==> config.mk <==
export PLATFORM = sky130hd
export DESIGN_NAME = aidpa_divider
export DESIGN_NICKNAME = d
export VERILOG_FILES = /design/src/hw/rtl/aidpa_pkg.sv /design/src/hw/rtl/aidpa_divider.sv
export SDC_FILE = /design/constraint.sdc
export NUM_CORES = 1
export LEC_CHECK = 0
export BUFFER_PORTS_ARGS = -buffer_cell sky130_fd_sc_hd__buf_2
export CAP_MARGIN = 20
export CORE_MARGIN = 10
export CORE_UTILIZATION = 55
export CTS_BUF_LIST = sky130_fd_sc_hd__clkbuf_8
export DETAILED_ROUTE_END_ITERATION = 10
export PLACE_DENSITY = 0.89
export SLEW_MARGIN = 40
export SYNTH_ARGS = -nofsm -noshare
export SYNTH_HDL_FRONTEND = slang
export SYNTH_SLANG_ARGS = --single-unit
==> constraint.sdc <==
create_clock -name clk_i -period 2.9 [get_ports clk_i]
set_input_delay 0.435 -clock clk_i [delete_from_list [all_inputs] [get_ports clk_i]]
set_output_delay 0.435 -clock clk_i [all_outputs]
set_load 0.005 [all_outputs]
==> src/hw/rtl/aidpa_pkg.sv <==
`default_nettype none
package aidpa_pkg;

  // Sizes
  localparam int unsigned PoolDepth  = 1024;
  localparam int unsigned IdBits     = 10;
  localparam int unsigned PtrBits    = 11;
  localparam int unsigned RingSlots  = 64;
  localparam int unsigned SlotBits   = 6;
  localparam int unsigned MaxGrant   = 64;
  localparam int unsigned CntBits    = 16;
  localparam int unsigned TotBits    = 22;
  localparam int unsigned QuoBits    = 27;

  localparam logic [CntBits-1:0] SlotMax  = 16'hFFFF;
  localparam logic [TotBits-1:0] TotalMax = 22'h3FFFFF;
  localparam logic [10:0]        IdsMax   = 11'd2047;

  // Operation codes
  localparam logic [1:0] OpRequest = 2'd0;
  localparam logic [1:0] OpRelease = 2'd1;
  localparam logic [1:0] OpAdd     = 2'd2;
  localparam logic [1:0] OpTick    = 2'd3;

  // Configuration register indexes
  localparam logic [2:0] RegStatic = 3'd0;
  localparam logic [2:0] RegRate   = 3'd1;
  localparam logic [2:0] RegThresh = 3'd2;
  localparam logic [2:0] RegWindow = 3'd3;
  localparam logic [2:0] RegNodes  = 3'd4;

  // Divider handshake
  typedef struct packed {
    logic                 start;
    logic [37:0]          dividend;
    logic [32:0]          divisor;
  } div_req_t;

  typedef struct packed {
    logic                 done;
    logic [QuoBits-1:0]   quotient;
  } div_rsp_t;

endpackage
`default_nettype wire

==> src/hw/rtl/aidpa_divider.sv <==
`default_nettype none
// Restoring divider, one quotient bit per cycle. The quotient saturates
// to QuoBits bits: any value that large already exceeds every limit.
module aidpa_divider (
  input  wire logic              clk_i,
  input  wire logic              rst_ni,
  input  wire aidpa_pkg::div_req_t req_i,
  output aidpa_pkg::div_rsp_t    rsp_o
);

  localparam int unsigned NBits = 38;

  logic [NBits-1:0] num_q, num_d;
  logic [32:0]      den_q, den_d;
  logic [NBits:0]   rem_q, rem_d;
  logic [NBits-1:0] quo_q, quo_d;
  logic [5:0]       cnt_q, cnt_d;
  logic             busy_q, busy_d;
  logic             done_q, done_d;
  logic [NBits:0]   shifted;

  // one bit of long division per cycle
  always_comb begin
    num_d  = num_q;
    den_d  = den_q;
    rem_d  = rem_q;
    quo_d  = quo_q;
    cnt_d  = cnt_q;
    busy_d = busy_q;
    done_d = 1'b0;
    shifted = {rem_q[NBits-1:0], num_q[NBits-1]};
    if (req_i.start) begin
      num_d  = req_i.dividend;
      den_d  = req_i.divisor;
      rem_d  = '0;
      quo_d  = '0;
      cnt_d  = 6'(NBits);
      busy_d = 1'b1;
    end else if (busy_q) begin
      num_d = {num_q[NBits-2:0], 1'b0};
      if (shifted >= {6'd0, den_q}) begin
        rem_d = shifted - {6'd0, den_q};
        quo_d = {quo_q[NBits-2:0], 1'b1};
      end else begin
        rem_d = shifted;
        quo_d = {quo_q[NBits-2:0], 1'b0};
      end
      cnt_d = cnt_q - 6'd1;
      if (cnt_q == 6'd1) begin
        busy_d = 1'b0;
        done_d = 1'b1;
      end
    end
  end

  always_ff @(posedge clk_i or negedge rst_ni) begin
    if (!rst_ni) begin
      busy_q <= 1'b0;
      done_q <= 1'b0;
      cnt_q  <= '0;
    end else begin
      busy_q <= busy_d;
      done_q <= done_d;
      cnt_q  <= cnt_d;
    end
  end

  always_ff @(posedge clk_i) begin
    num_q <= num_d;
    den_q <= den_d;
    rem_q <= rem_d;
    quo_q <= quo_d;
  end

  assign rsp_o.done     = done_q;
  assign rsp_o.quotient = (|quo_q[NBits-1:aidpa_pkg::QuoBits]) ?
                          '1 : quo_q[aidpa_pkg::QuoBits-1:0];

endmodule
`default_nettype wire
==> results of run 1 <==
-- layer usage --
layer / global-route usage / share of wire / vias up
met5: 0 / 0 / -
met2: 0.281 / 0.48 / 173
met1: 0.225 / 0.44 / 3071
met4: 0.0510 / 0.012 / 0
met3: 0.0584 / 0.067 / 21
li1: - / - / 3222
-- stage by stage --
| step | TNS [ps] | setup WS, ps |
|---|---|---|
| 2_1_floorplan | 0 | 31.9 |
| 6_report | -20.6 | -20.6 |
| 5_1_grt | -816 | -159 |
| 4_1_cts | -37.3 | -37.3 |
| 3_3_place_gp | 0 | 56.4 |
| 3_5_place_dp | -79.1 | -79.1 |
-- sequential cells by signal, summed over array words and instances (netlist names) --
signal and flops:
num_q 38, quo_q 38, rem_q 38, den_q 33, cnt_q 6, busy_q 1, done_q 1
-- cell families (layout without fill, tap and decap cells) --
logic type / count (synthesis) / count (layout) / synth area share
simple gates: 273 / 273 / 0.160
compound gates: 167 / 167 / 0.141
flops: 155 / 155 / 0.465
buf+inv: 95 / 221 / 0.0468
mux: 77 / 77 / 0.0988
fa+ha+maj: 36 / 36 / 0.0553
xor+xnor: 30 / 30 / 0.0317
other cells: 0 / 1 / 0
-- final cells by class --
class,instances,area share
Tap cell,184,0.0238
Timing Repair Buffer,140,0.0881
Clock inverter,15,0.0173
Multi-Input combinational cell,583,0.429
Antenna cell,1,0.000258
Sequential cell,155,0.398
Clock buffer,17,0.0241
Inverter,49,0.0190
-- power by group --
part / internal (mW) / switching, mW
clock network: 0.730 / 0.922
registers: 2.62 / 0.221
logic: 1.59 / 1.89
total: 4.94 / 3.03
-- worst paths after layout --
check,start,endpoint,cells after the start
max,den_q[21],rem_q[36],11
min,req_i[15],den_q[15],1
max reg2reg,den_q[21],rem_q[36],11
min reg2reg,rem_q[9],rem_q[10],2
max in group asynchronous,rst_ni,busy_q,2
min in group asynchronous,rst_ni,cnt_q[3],2
-- cells in the mapped netlist, types with 5 or more instances --
cell type and instances:
a211oi_1 10, a21o_1 17, a21oi_1 40, a311oi_1 28, a31oi_1 7, and2_1 6, buf_1 6, buf_2 13
clkbuf_1 24, dfrtp_1 8, dfxtp_1 76, edfxtp_1 71, ha_1 35, inv_1 49, mux2_2 38, mux2i_1 39
nand2_1 70, nand2b_1 7, nand3_1 11, nand4_1 8, nor2_1 97, nor3_1 10, nor3b_1 5, o211ai_1 8
o21ai_0 19, o31ai_1 5, or2_2 29, or3_1 5, xnor2_1 18, xor2_1 12
-- worst max-delay path, delay by kind of cell (launching register included) --
family,cells,cell delay [ps]
buf+inv,2,190
compound gates,3,590
flops,1,330
fa+ha+maj,1,400
simple gates,5,1300
-- what timing repair did --
| item | 4_1_cts | 5_1_grt |
|---|---|---|
| setup buffers | 1 | 4 |
| endpoints found under the hold margin | 8 | 0 |
| cloned | 0 | 0 |
| pin swaps | 2 | 9 |
| hold buffers | 1 | 0 |
| resized for setup | 1 | 29 |
| endpoints found under the setup margin | 2 | 51 |
==> impl_metrics.py, run 1 <==
metrics = {
    "status": {
        "status": "complete, but fails checks",
        "violations": "setup timing",
    },
    "floorplan": {
        "die_y_microns": 143,
        "coreArea_sq_um": 14600,
        "die_x_microns": 143,
        "start_util": 0.565,
        "rows": 44,
        "io_pins": 102,
        "dieArea_sq_um": 20400,
    },
    "synth": {
        "yosysWarningCount": 0,
        "avgSynthCellArea_sq_um": 9.94,
        "yosysTopAreaCellShare": 0.258,
        "synth_cell_types": 68,
        "ys_ff_latch": 155,
        "async_reset_ff_frac": 0.0516,
        "syn-num-nets": 943,
        "synth.cell_area_sq_um": 8280,
        "synth.area.top_cells": "edfxtp_1 26%, dfxtp_1 18%, ha_1 5.3%",
        "yosysSeqAreaShare": 0.465,
        "syn_inst": 833,
        "ys.flop_type": "dfxtp_1",
        "synth_edf_count": 71,
        "synth_area_leader_cell": "edfxtp_1",
    },
    "timing": {
        "worst_pin_slew_ps": 598,
        "hold_viol": 0,
        "fin_skew_ps": 14.0,
        "final.period_utilization": 1.01,
        "whs_ps": 146,
        "setup_slack_ps": -20.6,
        "min_period_ps": 2920,
        "timing.fmax_mhz": 342,
        "setup_viol": 1,
        "relSlewSlack": 0.601,
        "maxSlewViolCount": 0,
        "rsz0062_at_grt": "yes",
    },
    "global_routing": {
        "grt_pass1_vias": 6238,
        "grt-ovfl-total": 0,
        "antenna_found_initial": 1,
        "grt_max_degree": 61,
        "grt_pass1_wl_microns": 29700,
        "grt_use_total": 0.177,
    },
    "finish": {
        "nets": 1056,
        "fin_util": 0.662,
        "drive_above_1_share": 0.291,
        "fin_cells": 1144,
        "stdcell_area_sq_um": 9690,
        "nFillCells": 1126,
        "layout_common_cells": "100 x buf_2, 96 x nor2_1, 76 x dfxtp_1",
        "syn2layout_area_growth_pct": 17.0,
        "regArea_sq_um": 3860,
        "mostFrequentLayoutCell": "buf_2",
        "multi_input_area_sq_um": 4160,
    },
    "pwr": {
        "ir_drop_v": 0.000608,
        "power_mw": 7.97,
        "cellPowerDensity_nw_per_um2": 822,
        "power.leakage_nw": 4.54,
    },
    "drt": {
        "post_drt_wl_per_cell_microns": 15.9,
        "via_per_inst": 5.67,
        "ant_nets": 0,
        "dr.pass1.iters": 5,
        "vias": 6487,
        "first_iter_violations": 467,
        "remaining_drc_errors": 0,
        "totalWireLength_microns": 18100,
    },
    "setup_path": {
        "crit_chain": "inv_1, ha_1, nand4_2, nor4_2, nand4_1, o211ai_2, o21ai_2, nor2b_4, buf_4, or4_1, a311oi_1",
        "required_ps": 3260,
        "regToRegSetupSlack_ps": -20,
        "crit_arrival_ps": 3280,
        "cp-end-kind": "flip-flop",
        "critPathKind": "flip-flop to flip-flop",
        "cp_slowest_stage_delay_ps": 480,
        "crit_path_max_fanout": 6,
        "crit_slowest_cell": "or4_1",
        "start_kind": "flip-flop",
    },
    "placed_design": {
        "portBuffers": 101,
        "placed_area_sq_um": 9110,
        "dpl.cell_count": 1105,
        "place_hpwl_microns": 12900,
        "place.gp.congestion": 0.932,
    },
    "cts": {
        "clock_sinks": 155,
        "htreeDepth": 4,
        "path_clk_slew_ps": 100,
        "numCtsBuffers": 17,
        "cts_tree": "yes",
        "clock_latency_ps": 460,
        "cts_max_path_buffers": 2,
        "cts-root-buf": "clkbuf_8",
    },
    "worst_hold_path": {
        "min_path_type": "input port to flip-flop",
    },
    "flow_run": {
        "drv_cap": 0,
    },
}
Note: power is estimated with default switching activity, not from simulation.
==> run 2: changes to the inputs <==
Settings changed: CELL_PAD_IN_SITES_DETAIL_PLACEMENT from default to 1, CELL_PAD_IN_SITES_GLOBAL_PLACEMENT from default to 1, CORE_UTILIZATION 55 to 43.
==> run 2 against run 1 <==
First-iteration DRC count down 51%. Via count up 2.8%. Cell area grew 1.9%. Setup slack lost 61 ps. Core utilization shrank 14 points. Clock power about the same. The run still ends with setup timing left. Sequential power hardly changed. Combinational power increased by 7.5%. Sequential share of layout area fell by 0.73 points.
==> impl_metrics.py, run 2 (synthesis results as in run 1) <==
metrics = {
    "setup_path": {
        "crit_arrival_ps": 3370,
        "cp_top_family": "compound AO/OA/AOI/OAI gates",
        "crit_path_max_fanout": 4,
        "cpMostUsedCell": "a21o_1",
        "crit_slowest_cell": "or4_1",
        "crit_buf_inv": 2,
        "cp_slowest_stage_delay_ps": 430,
        "required_ps": 3290,
        "crit_chain": "inv_1, ha_2, inv_2, fa_2, a21o_1, a311o_1, o211ai_1, a21o_1, and3b_2, o31ai_4, or4_1, a311oi_2",
        "cp-end-kind": "flip-flop",
        "start_kind": "flip-flop",
        "critPathKind": "flip-flop to flip-flop",
    },
    "timing": {
        "final.period_utilization": 1.03,
        "fin_tns_setup_ps": -177,
        "worst_pin_slew_ps": 568,
        "relSlewSlack": 0.616,
        "min_period_ps": 2980,
        "timing.fmax_mhz": 335,
        "rsz0062_at_grt": "yes",
        "hold_viol": 0,
        "whs_ps": 134,
        "fin_skew_ps": 17.8,
        "setup_slack_ps": -81.4,
        "setup_viol": 4,
        "maxSlewViolCount": 0,
    },
    "drt": {
        "totalWireLength_microns": 21600,
        "post_drt_wl_per_cell_microns": 17.6,
        "vias": 6669,
        "ant_nets": 0,
        "via_per_inst": 5.43,
        "first_iter_violations": 227,
        "remaining_drc_errors": 0,
        "dr.pass1.iters": 4,
    },
    "pwr": {
        "power.leakage_nw": 4.59,
        "ir_drop_v": 0.000381,
        "cellPowerDensity_nw_per_um2": 833,
        "power_mw": 8.23,
    },
    "status": {
        "violations": "setup timing",
        "status": "complete, but fails checks",
    },
    "floorplan": {
        "die_y_microns": 159,
        "coreArea_sq_um": 18800,
        "die_x_microns": 159,
        "dieArea_sq_um": 25200,
        "start_util": 0.440,
        "rows": 50,
        "io_pins": 102,
    },
    "global_routing": {
        "grt_pass1_vias": 7183,
        "grt_pass1_wl_microns": 35100,
        "grt_max_degree": 50,
        "grt-ovfl-total": 0,
        "antenna_found_initial": 1,
        "grt_use_total": 0.166,
    },
    "finish": {
        "reg_top3": "num_q (38), quo_q (38), rem_q (38)",
        "layout_common_cells": "100 x buf_2, 97 x nor2_1, 76 x dfxtp_1",
        "stdcell_area_sq_um": 9870,
        "mostFrequentLayoutCell": "buf_2",
        "nets": 1066,
        "syn2layout_area_growth_pct": 19.2,
        "drive_above_1_share": 0.302,
        "antennaDiodeCount": 0,
    },
    "placed_design": {
        "place_hpwl_microns": 15400,
        "placed_area_sq_um": 9240,
        "place.gp.congestion": 0.856,
        "dp_slack_ps": -59.1,
        "portBuffers": 101,
    },
    "cts": {
        "clock_sinks": 155,
        "cts-root-buf": "clkbuf_8",
        "clock_latency_ps": 480,
        "cts_max_path_buffers": 2,
        "numCtsBuffers": 17,
        "path_clk_slew_ps": 100,
        "cts_tree": "yes",
        "htreeDepth": 4,
    },
    "worst_hold_path": {
        "min_path_type": "input port to flip-flop",
    },
    "flow_run": {
        "drv_cap": 0,
    },
}
[run 2: changes by cell type in the layout (fill, tap and decap cells not counted), sizes merged]
cell	delta
clkbuf	+1
buf	+9
inv	-2
clkinvlp	-2
nor2b	+1
clkinv	+3
diode	-1
[run 2: through the flow]
| stage | util | std cells |
|---|---|---|
| CTS | 0.514 | 1223 |
| global route | 0.524 | 1229 |
| finish | 0.524 | 1229 |
| floorplan | - | 833 |
| global placement | 0.491 | 1188 |
| detailed placement | 0.491 | 1188 |
[run 2: final timing paths]
path,start,to,slack (ps),cells after the start
worst min register to register,rem_q[16],rem_q[17],510,2
min in group asynchronous,rst_ni,done_q,320,2
worst max-delay path,num_q[37],rem_q[34],-80,12
worst min-delay path,req_i[5],den_q[5],130,1
worst max register to register,num_q[37],rem_q[34],-80,12
max in group asynchronous,rst_ni,busy_q,2380,2
[run 2: final cells by class]
type	instances	area [sq um]
Clock buffer	18	248
Clock inverter	14	136
Fill cell	2125	8960
Inverter	49	184
Multi-Input combinational cell	584	4210
Sequential cell	155	3860
Tap cell	260	325
Timing Repair Buffer	149	911
[run 2: where the power goes]
part	switching, mW	internal [mW]
Clock	0.918	0.726
Combinational	2.07	1.66
Sequential	0.231	2.62
Total	3.22	5.01
[run 2: what timing repair did]
action,CTS,global route
gates resized for setup,8,32
setup endpoints to repair,3,34
pin swaps,6,13
buffers inserted,2,5
hold buffers,1,0
cloned,0,1
hold endpoints to repair,8,0
[run 2: layer usage]
layer	vias to the layer above	GRT usage	share of wire
met3	27	0.0408	0.044
met4	2	0.0514	0.016
met2	131	0.297	0.52
li1	3234	-	-
met5	-	0	0.00060
met1	3275	0.189	0.42
[run 2: worst reg2reg max path: stages, from the launching register on]
cell	delay (ps)
edfxtp_1	400
inv_1	80
ha_2	180
inv_2	40
fa_2	340
a21o_1	180
a311o_1	350
o211ai_1	130
a21o_1	200
and3b_2	240
o31ai_4	80
or4_1	430
a311oi_2	270
